`src/hdl/tapid_pkg.sv`:
```
package tapid_pkg;

    localparam int AXES_DEF   = 3;
    localparam int ERR_W_DEF  = 16;
    localparam int NUM_FIELDS = 3;

    // register file
    localparam int APB_AW    = 5;
    localparam int REG_IDX_W = 3;

    localparam logic [REG_IDX_W-1:0] REG_GAIN_PROP     = 3'd0;
    localparam logic [REG_IDX_W-1:0] REG_GAIN_INTEG    = 3'd1;
    localparam logic [REG_IDX_W-1:0] REG_GAIN_DERIV    = 3'd2;
    localparam logic [REG_IDX_W-1:0] REG_SAMPLE_PERIOD = 3'd3;
    localparam logic [REG_IDX_W-1:0] REG_SAMPLE_RATE   = 3'd4;

    localparam logic [15:0] RST_GAIN_PROP     = 16'd51;
    localparam logic [15:0] RST_GAIN_INTEG    = 16'd0;
    localparam logic [15:0] RST_GAIN_DERIV    = 16'd51;
    localparam logic [15:0] RST_SAMPLE_PERIOD = 16'd13107;
    localparam logic [15:0] RST_SAMPLE_RATE   = 16'd1280;

    // digit-serial multiplier: coefficient operand taken one digit per cycle
    localparam int MUL_DIG  = 4;
    localparam int MUL_OPW  = 17;
    localparam int MUL_NDIG = (MUL_OPW + MUL_DIG - 1) / MUL_DIG;
    localparam int MUL_BW   = MUL_NDIG * MUL_DIG;

endpackage

```
`src/hdl/three_axis_pid_top.sv`:
```
// s_axis_tready is high only in idle: no new item is accepted until the last result
// has been loaded into the output register; each axis is worked out on the one shared
// digit-serial multiplier, one 4-bit coefficient digit per cycle,
// five products per axis
// reset: synchronous active low, registers to their defaults, integrators and previous errors zero
module three_axis_pid_top #(
    parameter int AXES      = tapid_pkg::AXES_DEF,
    parameter int ERR_WIDTH = tapid_pkg::ERR_W_DEF
) (
    input  logic                                                  i_clk,
    input  logic                                                  i_rst_n,
    input  logic                                                  s_axis_tvalid,
    output logic                                                  s_axis_tready,
    // err_xy, err_zx, err_yz
    input  logic [((tapid_pkg::NUM_FIELDS*ERR_WIDTH+7)/8)*8-1:0] s_axis_tdata,
    output logic                                                  m_axis_tvalid,
    input  logic                                                  m_axis_tready,
    // drive_xy, drive_zx, drive_yz
    output logic [((tapid_pkg::NUM_FIELDS*ERR_WIDTH+7)/8)*8-1:0] m_axis_tdata,
    input  logic                                                  psel,
    input  logic                                                  penable,
    input  logic                                                  pwrite,
    input  logic [tapid_pkg::APB_AW-1:0]                          paddr,
    input  logic [31:0]                                           pwdata,
    output logic [31:0]                                           prdata,
    output logic                                                  pready
);
    import tapid_pkg::*;

    localparam int W      = ERR_WIDTH;
    localparam int DW     = W + 1;
    localparam int KW_RAW = W + 17;
    localparam int KW     = (KW_RAW > 49) ? 49 : KW_RAW;
    localparam int MW     = (KW > 32) ? KW : 32;
    localparam int PW     = MW + MUL_OPW;
    localparam int IW     = PW - 8;
    localparam int SW     = PW + 2;
    localparam int DG_W   = $clog2(MUL_NDIG + 1);
    localparam int AX_W   = (AXES > 1) ? $clog2(AXES) : 1;

    localparam logic signed [PW-1:0] DLIM  = PW'(64'sh0000_8000_0000_0000);
    localparam logic signed [PW-1:0] NDLIM = -DLIM;

    localparam logic [1:0] ST_IDLE = 2'd0;
    localparam logic [1:0] ST_RUN  = 2'd1;
    localparam logic [1:0] ST_HOLD = 2'd2;

    localparam logic [2:0] OP_SETUP = 3'd0;
    localparam logic [2:0] OP_INT   = 3'd1;
    localparam logic [2:0] OP_PROP  = 3'd2;
    localparam logic [2:0] OP_INTEG = 3'd3;
    localparam logic [2:0] OP_DIFF  = 3'd4;
    localparam logic [2:0] OP_RATE  = 3'd5;

    logic [15:0] r_kp, r_ki, r_kd, r_per, r_rate;

    logic [1:0]             r_state, n_state;
    logic [2:0]             r_op, n_op;
    logic [DG_W-1:0]        r_dig, n_dig;
    logic [AX_W-1:0]        r_axis, n_axis;
    logic signed [PW-1:0]   r_mcand, n_mcand;
    logic [MUL_BW-1:0]      r_mplier, n_mplier;
    logic signed [PW-1:0]   r_acc, n_acc;
    logic signed [SW-1:0]   r_sum, n_sum;
    logic signed [W-1:0]    r_e, n_e;
    logic signed [DW-1:0]   r_d, n_d;
    logic signed [31:0]     r_integ_new, n_integ_new;
    logic                   r_ovalid, n_ovalid;

    logic signed [W-1:0]    r_in    [AXES];
    logic signed [W-1:0]    n_in    [AXES];
    logic signed [W-1:0]    r_drv   [AXES];
    logic signed [W-1:0]    n_drv   [AXES];
    logic signed [W-1:0]    r_out   [AXES];
    logic signed [W-1:0]    n_out   [AXES];
    logic signed [31:0]     r_integ [AXES];
    logic signed [31:0]     n_integ [AXES];
    logic signed [W-1:0]    r_prev  [AXES];
    logic signed [W-1:0]    n_prev  [AXES];

    logic                   w_s_fire, w_m_fire, w_cfg_wr;
    logic [REG_IDX_W-1:0]   w_reg_idx;
    logic signed [W-1:0]    w_cur_e, w_cur_prev;
    logic signed [31:0]     w_cur_integ;
    logic signed [DW-1:0]   w_s, w_dd;
    logic signed [MUL_DIG:0] w_digit;
    logic signed [PW-1:0]   w_pp;
    logic signed [IW-1:0]   w_inc_sum;
    logic signed [31:0]     w_integ_sat;
    logic signed [PW-1:0]   w_kdiff;
    logic signed [SW-1:0]   w_term, w_tot;
    logic signed [SW-9:0]   w_tot_q;
    logic signed [W-1:0]    w_drive;
    logic                   w_mul_step;

    assign w_s_fire  = s_axis_tvalid && s_axis_tready;
    assign w_m_fire  = m_axis_tvalid && m_axis_tready;
    assign w_cfg_wr  = psel && penable && pwrite && pready;
    assign w_reg_idx = paddr[APB_AW-1:2];

    assign s_axis_tready = (r_state == ST_IDLE);
    assign m_axis_tvalid = r_ovalid;
    assign pready        = 1'b1;

    // register file
    always_ff @(posedge i_clk) begin
        if (!i_rst_n) begin
            r_kp   <= RST_GAIN_PROP;
            r_ki   <= RST_GAIN_INTEG;
            r_kd   <= RST_GAIN_DERIV;
            r_per  <= RST_SAMPLE_PERIOD;
            r_rate <= RST_SAMPLE_RATE;
        end else if (w_cfg_wr) begin
            case (w_reg_idx)
                REG_GAIN_PROP:     r_kp   <= pwdata[15:0];
                REG_GAIN_INTEG:    r_ki   <= pwdata[15:0];
                REG_GAIN_DERIV:    r_kd   <= pwdata[15:0];
                REG_SAMPLE_PERIOD: r_per  <= pwdata[15:0];
                REG_SAMPLE_RATE:   r_rate <= pwdata[15:0];
                default: ;
            endcase
        end
    end

    always_comb begin
        case (w_reg_idx)
            REG_GAIN_PROP:     prdata = 32'(r_kp);
            REG_GAIN_INTEG:    prdata = 32'(r_ki);
            REG_GAIN_DERIV:    prdata = 32'(r_kd);
            REG_SAMPLE_PERIOD: prdata = 32'(r_per);
            REG_SAMPLE_RATE:   prdata = 32'(r_rate);
            default:           prdata = '0;
        endcase
    end

    // datapath
    assign w_cur_e     = r_in[r_axis];
    assign w_cur_prev  = r_prev[r_axis];
    assign w_cur_integ = r_integ[r_axis];

    assign w_s  = DW'(w_cur_e) + DW'(w_cur_prev);
    assign w_dd = DW'(w_cur_e) - DW'(w_cur_prev);

    // top digit carries the sign of the coefficient
    assign w_digit = (r_dig == DG_W'(MUL_NDIG - 1)) ?
                     {r_mplier[MUL_DIG-1], r_mplier[MUL_DIG-1:0]} :
                     {1'b0, r_mplier[MUL_DIG-1:0]};
    assign w_pp    = r_mcand * w_digit;

    assign w_inc_sum   = IW'(w_cur_integ) + IW'($signed(r_acc[PW-1:9]));
    assign w_integ_sat = (&w_inc_sum[IW-1:31] || ~|w_inc_sum[IW-1:31]) ? w_inc_sum[31:0] :
                         (w_inc_sum[IW-1] ? 32'sh8000_0000 : 32'sh7fff_ffff);

    assign w_kdiff = (r_acc > DLIM) ? DLIM : ((r_acc < NDLIM) ? NDLIM : r_acc);

    assign w_term  = SW'($signed(r_acc[PW-1:8]));
    assign w_tot   = r_sum + w_term;
    assign w_tot_q = w_tot[SW-1:8];
    assign w_drive = (&w_tot_q[SW-9:W-1] || ~|w_tot_q[SW-9:W-1]) ? w_tot_q[W-1:0] :
                     (w_tot_q[SW-9] ? {1'b1, {(W-1){1'b0}}} : {1'b0, {(W-1){1'b1}}});

    assign w_mul_step = (r_op != OP_SETUP) && (r_dig != DG_W'(MUL_NDIG));

    always_comb begin
        n_state     = r_state;
        n_op        = r_op;
        n_dig       = r_dig;
        n_axis      = r_axis;
        n_mcand     = r_mcand;
        n_mplier    = r_mplier;
        n_acc       = r_acc;
        n_sum       = r_sum;
        n_e         = r_e;
        n_d         = r_d;
        n_integ_new = r_integ_new;
        n_ovalid    = r_ovalid;
        n_in        = r_in;
        n_drv       = r_drv;
        n_out       = r_out;
        n_integ     = r_integ;
        n_prev      = r_prev;

        if (w_m_fire) begin
            n_ovalid = 1'b0;
        end

        case (r_state)
            ST_IDLE: begin
                if (s_axis_tvalid) begin
                    for (int k = 0; k < AXES; k++) begin
                        n_in[k] = s_axis_tdata[k*W +: W];
                    end
                    n_state = ST_RUN;
                    n_axis  = '0;
                    n_op    = OP_SETUP;
                    n_dig   = '0;
                end
            end
            ST_RUN: begin
                if (w_mul_step) begin
                    n_acc    = r_acc + w_pp;
                    n_mcand  = r_mcand <<< MUL_DIG;
                    n_mplier = r_mplier >> MUL_DIG;
                    n_dig    = r_dig + 1'b1;
                end else begin
                    n_acc = '0;
                    n_dig = '0;
                    case (r_op)
                        OP_SETUP: begin
                            n_e      = w_cur_e;
                            n_d      = w_dd;
                            n_mcand  = PW'(w_s);
                            n_mplier = MUL_BW'(r_per);
                            n_op     = OP_INT;
                        end
                        OP_INT: begin
                            n_integ_new = w_integ_sat;
                            n_mcand     = PW'(r_e);
                            n_mplier    = MUL_BW'($signed(r_kp));
                            n_op        = OP_PROP;
                        end
                        OP_PROP: begin
                            n_sum    = SW'(r_acc);
                            n_mcand  = PW'(r_integ_new);
                            n_mplier = MUL_BW'($signed(r_ki));
                            n_op     = OP_INTEG;
                        end
                        OP_INTEG: begin
                            n_sum    = w_tot;
                            n_mcand  = PW'(r_d);
                            n_mplier = MUL_BW'($signed(r_kd));
                            n_op     = OP_DIFF;
                        end
                        OP_DIFF: begin
                            n_mcand  = w_kdiff;
                            n_mplier = MUL_BW'(r_rate);
                            n_op     = OP_RATE;
                        end
                        OP_RATE: begin
                            n_drv[r_axis]   = w_drive;
                            n_integ[r_axis] = r_integ_new;
                            n_prev[r_axis]  = r_e;
                            n_op            = OP_SETUP;
                            if (r_axis == AX_W'(AXES - 1)) begin
                                n_state = ST_HOLD;
                            end else begin
                                n_axis = r_axis + 1'b1;
                            end
                        end
                        default: begin
                            n_op = OP_SETUP;
                        end
                    endcase
                end
            end
            ST_HOLD: begin
                if (!r_ovalid || m_axis_tready) begin
                    n_out    = r_drv;
                    n_ovalid = 1'b1;
                    n_state  = ST_IDLE;
                end
            end
            default: begin
                n_state = ST_IDLE;
            end
        endcase
    end

    always_ff @(posedge i_clk) begin
        if (!i_rst_n) begin
            r_state  <= ST_IDLE;
            r_op     <= OP_SETUP;
            r_dig    <= '0;
            r_axis   <= '0;
            r_ovalid <= 1'b0;
            for (int k = 0; k < AXES; k++) begin
                r_integ[k] <= '0;
                r_prev[k]  <= '0;
            end
        end else begin
            r_state  <= n_state;
            r_op     <= n_op;
            r_dig    <= n_dig;
            r_axis   <= n_axis;
            r_ovalid <= n_ovalid;
            r_integ  <= n_integ;
            r_prev   <= n_prev;
        end
    end

    always_ff @(posedge i_clk) begin
        r_mcand     <= n_mcand;
        r_mplier    <= n_mplier;
        r_acc       <= n_acc;
        r_sum       <= n_sum;
        r_e         <= n_e;
        r_d         <= n_d;
        r_integ_new <= n_integ_new;
        r_in        <= n_in;
        r_drv       <= n_drv;
        r_out       <= n_out;
    end

    always_comb begin
        m_axis_tdata = '0;
        for (int k = 0; k < AXES; k++) begin
            m_axis_tdata[k*W +: W] = r_out[k];
        end
    end

    // checks
    a_start: assert property (@(posedge i_clk) disable iff (!i_rst_n)
        w_s_fire |=> (r_state == ST_RUN) && (r_axis == '0) && (r_op == OP_SETUP))
        else $error("run did not start at first axis after input transfer");

    a_dig_range: assert property (@(posedge i_clk) disable iff (!i_rst_n)
        r_dig <= DG_W'(MUL_NDIG))
        else $error("digit counter out of range");

    a_axis_range: assert property (@(posedge i_clk) disable iff (!i_rst_n)
        (r_state == ST_RUN) |-> (r_axis <= AX_W'(AXES - 1)))
        else $error("axis counter out of range");

    a_result_load: assert property (@(posedge i_clk) disable iff (!i_rst_n)
        ((r_state == ST_HOLD) && (!r_ovalid || m_axis_tready))
            |=> m_axis_tvalid && (r_state == ST_IDLE))
        else $error("finished result not presented");

endmodule
```
`config.mk`:
```
export PLATFORM = sky130hd
export DESIGN_NAME = three_axis_pid_top
export DESIGN_NICKNAME = d
export VERILOG_FILES = /design/src/hdl/tapid_pkg.sv /design/src/hdl/three_axis_pid_top.sv
export SDC_FILE = /design/constraint.sdc
export NUM_CORES = 2
export LEC_CHECK = 0
export BUFFER_PORTS_ARGS = -buffer_cell sky130_fd_sc_hd__buf_4
export CAP_MARGIN = 10
export CORE_MARGIN = 3
export CORE_UTILIZATION = 40
export CTS_BUF_LIST = sky130_fd_sc_hd__clkbuf_8
export CTS_CLUSTER_DIAMETER = 50
export DETAILED_ROUTE_END_ITERATION = 10
export PLACE_DENSITY = 0.58
export SETUP_SLACK_MARGIN = 0.05
export SKIP_LAST_GASP = 1
export SLEW_MARGIN = 20
export SYNTH_ARGS = -nofsm -noshare
export SYNTH_HDL_FRONTEND = slang
export SYNTH_SLANG_ARGS = --single-unit
```
`constraint.sdc`:
```
create_clock -name i_clk -period 6.4 [get_ports i_clk]
set_input_delay 1.28 -clock i_clk [delete_from_list [all_inputs] [get_ports i_clk]]
set_output_delay 1.28 -clock i_clk [all_outputs]
set_load 0.005 [all_outputs]
```
* Word level (Yosys, flattened, before mapping) *
Index checks and enable logic that the tools add are counted.

word-level totals
  register bits = 616
  output and inout bits = 83

operators by class
  add/subtract/negate cells = 7
  $mul = 1
  order comparisons = 4
  equality and inequality tests = 20
  multiplexer cells = 49
  bitwise gates (word level) = 2
  reductions and logical operators = 38

operators with widths
  kind                                                                                number
  50-bit case mux with 5 select lines                                                 1
  32-bit 2-to-1 mux                                                                   5
  50-bit 2-to-1 mux                                                                   3
  16-bit 2-to-1 mux                                                                   8
  52-bit case mux with 2 select lines                                                 1
  20-bit case mux with 5 select lines                                                 1
  48-bit bitwise mux                                                                  2
  96-bit bitwise mux                                                                  1
  16-bit case mux with 5 select lines                                                 1
  16-bit binary-select mux with 2-bit select                                          2
  32-bit binary-select mux with 2-bit select                                          1
  32-bit demux with 2-bit select                                                      1
  52-bit by 42-bit adder with 52-bit output                                           1
  50-bit adder                                                                        1
  50-bit by 49-bit greater-than comparator with 1-bit output (second input constant)  1
  50-bit by 48-bit < comparator with 1-bit output (second input constant)             1
  50-bit by 5-bit multiplier with 50-bit output                                       1
  32-bit by 41-bit adder with 42-bit output                                           1
  16-bit demux with 2-bit select                                                      1
  29-bit AND reduction                                                                1
  29-bit OR reduction                                                                 1
  2-bit 2-to-1 mux                                                                    9
  2-bit AND reduction                                                                 9
  16-bit by 16-bit adder with 17-bit output                                           1
  other kinds (33)                                                                    66

* Depth between registers and ports, before layout *
  depth after elaboration = 9
  mapped depth = 25

* Worst setup path before layout *
No wires, ideal clock.

  kind = register -> register
  from = register r_dig[0]
  to = register r_acc[47], data pin
  arrival = 6.049 ns
  required time = 6.134 ns
  setup slack = 0.085 ns
  stages on the path, launching flop included = 26
  clock period less this slack = 6.315 ns
  cell sequence = dfxtp_1 > inv_1 > ha_1 > nand3_1 > clkbuf_1 > nor2_1 > fa_1 > inv_1 > fa_1 > fa_1 > inv_1 > ha_1 > ha_1 > nand2_1 > or3_1 > or4b_2 > a21oi_1 > o31ai_1 > o211ai_1 > a31oi_1 > o21ai_0 > a21o_1 > a21o_1 > a41oi_1 > xor2_1 > nor2_1

on the way
  word-level cells in the longest chain between the ends = 4
  elaborated cells on any way between the ends = 6
  classes of those cells = add/sub (1); mul (1); eq/ne (2); mux (1); reduce/logical (1)

ends and longest elaborated chain
  element                                        line                       source
  start: declaration                             three_axis_pid_top.sv:59   logic [DG_W-1:0] r_dig, n_dig;
  start signal: assignment                       three_axis_pid_top.sv:283  r_dig <= n_dig;
  3-bit equality test                            three_axis_pid_top.sv:145  assign w_digit = (r_dig == DG_W'(MUL_NDIG - 1)) ?
  5-bit 2-to-1 mux                               three_axis_pid_top.sv:145
  50-bit by 5-bit multiplier with 50-bit output  three_axis_pid_top.sv:148  assign w_pp = r_mcand * w_digit;
  50-bit adder                                   three_axis_pid_top.sv:201  n_acc = r_acc + w_pp;
  end signal: assignment                         three_axis_pid_top.sv:294  r_acc <= n_acc;
  end: declaration                               three_axis_pid_top.sv:63   logic signed [PW-1:0] r_acc, n_acc;

Parallel ways exist; a longest one is shown, timed or not.
A chain may end at the register's enable or synchronous reset.

* Worst setup path in the final report *
  from = register r_dig[1]
  to = register r_acc[47], data pin

Same word-level chain as after synthesis.

==> impl_metrics.env <==
export IMPL_status="finished, final reports clean"
export IMPL_synthSimpleGateAreaFrac_pct=17.3
export IMPL_fin_crit_sh_pct=95.2
export IMPL_cts_clk_slew_worst_paths_ps=60
export IMPL_io_buffers=139
export IMPL_end_kind="flop"
export IMPL_htreeDepth=3
export IMPL_grt_pass1_vias=32800
export IMPL_cp_data_required_time_ps=6910
export IMPL_total_power_uw=15200
export IMPL_synth_xor_area_share_pct=2.84
export IMPL_cts_buffer_depth=3
export IMPL_cts_root_buf="clkbuf_8"
export IMPL_num_io_pins=175
export IMPL_postCtsHoldBufs=0
export IMPL_grt_max_degree=95
export IMPL_die_h_um=329
export IMPL_grt_util_all_layers_pct=22.3
export IMPL_start_util_pct=40.6
export IMPL_drtIter0Drc=2553
export IMPL_rsz0062_at_grt="true"
export IMPL_slew_headroom_pct=30.1
export IMPL_routedWlPerCell_um=19.9
export IMPL_syn_area_per_cell_um2=9.25
export IMPL_worstMarginPinSlew_ps=1050
export IMPL_ir_drop_uv=241
export IMPL_syn_inst=4499
export IMPL_postCtsSetupRepairBufs=0
export IMPL_antenna_found_initial=2
export IMPL_startpoint_type="flop"
export IMPL_synth_adder_area_share_pct=16.0
export IMPL_period_minus_slack_ps=6090
export IMPL_insertion_delay_ps=790
export IMPL_hold_viol_final=0
export IMPL_cp_arrival_ps=6600
export IMPL_numCtsBuffers=119
export IMPL_hold_class="flop to flop"
export IMPL_ys_seq_elements=613
export IMPL_cts_sinks=613
export IMPL_cellPowerDensity_nw_per_um2=319
export IMPL_synth_top_family_by_area="simple AND/OR/NAND/NOR gates"
export IMPL_num_vias=33300
export IMPL_syn_cell_area_um2=41600
export IMPL_ys_warnings_count=0
export IMPL_drtAntennaViolNets=0
export IMPL_yosysSeqAreaShare_pct=38.6
export IMPL_drc=0
export IMPL_nets=5210
export IMPL_grt_pass1_wl_mm=190
export IMPL_stdcell_count=6169
export IMPL_slew_viol_final=0
export IMPL_dr_pass1_iters=5
export IMPL_mostFrequentLayoutCell="nand2_1"
export IMPL_dieArea_um2=108000
export IMPL_ys_async_sr_fraction_pct=0
export IMPL_maxCapViolCount=0
export IMPL_cts_tree="done"
export IMPL_vias_per_cell=5.41
export IMPL_rows=117
export IMPL_dp_cells=5945
export IMPL_worstPathMaxFanout=5
export IMPL_layout_common_cells="nand2_1, inv_1, edfxtp_1"
export IMPL_layout_area_overhead_vs_synth_pct=14.5
export IMPL_synthFlopType="edfxtp_1"
export IMPL_globalRouteOverflowTotal=0
export IMPL_fillers=9879
export IMPL_critical_path_class="flop to flop"
export IMPL_core_area_um2=102000
export IMPL_drive_above_1_share_pct=12.7
export IMPL_max_freq_ghz=0.164
export IMPL_setup_viol=0
export IMPL_skew_ps=57.7
export IMPL_synth_area_mux_share_pct=2.60
export IMPL_fp_dieW_um=329
export IMPL_ys_types=88
export IMPL_drt_wl_total_mm=123
export IMPL_p_leak_uw=0.0191
export IMPL_detailed_place_hpwl_mm=85.5
export IMPL_synth_compound_area_share_pct=17.0
export IMPL_gp_congestion=0.911
export IMPL_synth_edf_count=378
flip-flops by register name (all words and copies together) (netlist names), 17 cells and up:
register / flops
r_mcand: 50
r_sum: 52
r_in: 48
r_mplier: 17
r_integ_new: 32
r_drv: 48
r_integ: 96
m_axis_tdata: 48
r_d: 17
r_prev: 48
r_acc: 50
Yosys cell counts (68+ instances only):
| cell type | number | share of area (%) |
|---|---|---|
| mux2i_1 | 98 | 2.4 |
| xnor2_1 | 68 | 1.4 |
| a21oi_1 | 193 | 2.3 |
| o21ai_0 | 191 | 2.3 |
| edfxtp_1 | 378 | 27 |
| fa_1 | 190 | 9.1 |
| and2_1 | 200 | 3.0 |
| inv_1 | 351 | 3.2 |
| nor3_1 | 78 | 0.94 |
| ha_1 | 229 | 6.9 |
| clkbuf_1 | 211 | 1.9 |
| nand2_1 | 743 | 6.7 |
| nor2_1 | 285 | 2.6 |
| a21o_1 | 96 | 1.7 |
| a21boi_0 | 221 | 4.0 |
| dfxtp_1 | 235 | 11 |
repair_timing:
| action | 4_1_cts | 5_1_grt |
|---|---|---|
| endpoints found under the hold margin | 0 | 0 |
| setup endpoints to repair | 10 | 12 |
| resized for setup | 10 | 61 |
| pin swaps | 2 | 33 |
| cloned | 0 | 1 |
per-stage QoR:
| stage | utilization (%) | setup WS [ps] | area, µm² | setup TNS [ps] | hold slack, ps |
|---|---|---|---|---|---|
| after global routing | 46.5 | 13.7 | 47700 | 0 | 422 |
| after detailed placement | 43.8 | -144 | 44900 | -748 | 405 |
| after floorplan | - | 84.9 | 41700 | 0 | 400 |
| after CTS | 46.1 | 53.8 | 47300 | 0 | 415 |
| final | 46.5 | 306 | 47700 | 0 | 415 |
| after global placement | 43.8 | -164 | 44900 | -562 | 401 |
path summary, 6_finish.rpt:
path | cells after the start | from | end | slack (ps)
setup / recovery | 25 | r_dig[1] | r_acc[47] | 310
hold / removal | 0 | r_drv[13] | m_axis_tdata[45] | 410
setup reg to reg | 25 | r_dig[1] | r_acc[47] | 310
hold reg to reg | 0 | r_drv[13] | m_axis_tdata[45] | 410
critical path, stage by stage, from the launching register on:
cell      delay (ps)
dfxtp_1          350
inv_2             60
ha_4             170
nand3_4          100
buf_12           140
nor2_2            40
fa_1             530
inv_1             50
fa_1             480
fa_1             550
inv_1             60
ha_4             240
ha_4             270
nand2_1           80
or3_4            390
or4b_4           570
a21oi_4          220
o31ai_4          110
o211ai_1         280
a31oi_2          180
o21ai_0          250
a21o_1           150
a21o_1           180
a41oi_1          150
xor2_1           160
nor2_1            50
routing by layer:
| metal | vias up | global-route usage (%) | wire [µm] |
|---|---|---|---|
| met2 | 961 | 37.4 | 57800 |
| met1 | 16200 | 29.5 | 53500 |
| li1 | 16000 | - | - |
| met4 | 0 | 7.57 | 4040 |
| met3 | 228 | 3.40 | 7180 |
| met5 | - | 0 | 0 |
kinds of logic after synthesis:
logic type | Yosys count
adders and majority gates | 419
buffers and inverters | 605
xor gates and xnor gates | 135
other | 2
DFF | 613
and+or+nand+nor | 1574
AOI/OAI and AO/OA | 1047
muxes | 104
power breakdown:
| group | total [µW] | leakage (µW) | switching (µW) | internal [µW] |
|---|---|---|---|---|
| sequential | 4590 | 0.00540 | 165 | 4430 |
| combinational | 6790 | 0.0123 | 3770 | 3020 |
| clock | 3830 | 0.00134 | 1850 | 1980 |
| total | 15200 | 0.0191 | 5790 | 9430 |
cell type report:
class	instances	area, µm²	area share [%]
clock inverters	91	520	1.09
clock buffers	131	1800	3.78
well taps	1368	1710	3.59
repair buffers	317	2460	5.16
inverters	352	1320	2.77
diodes	1	2.50	0.00525
flip-flops and latches	613	16100	33.7
multi-input cells	3296	23800	49.9
Power figures use the tool's default switching activity.
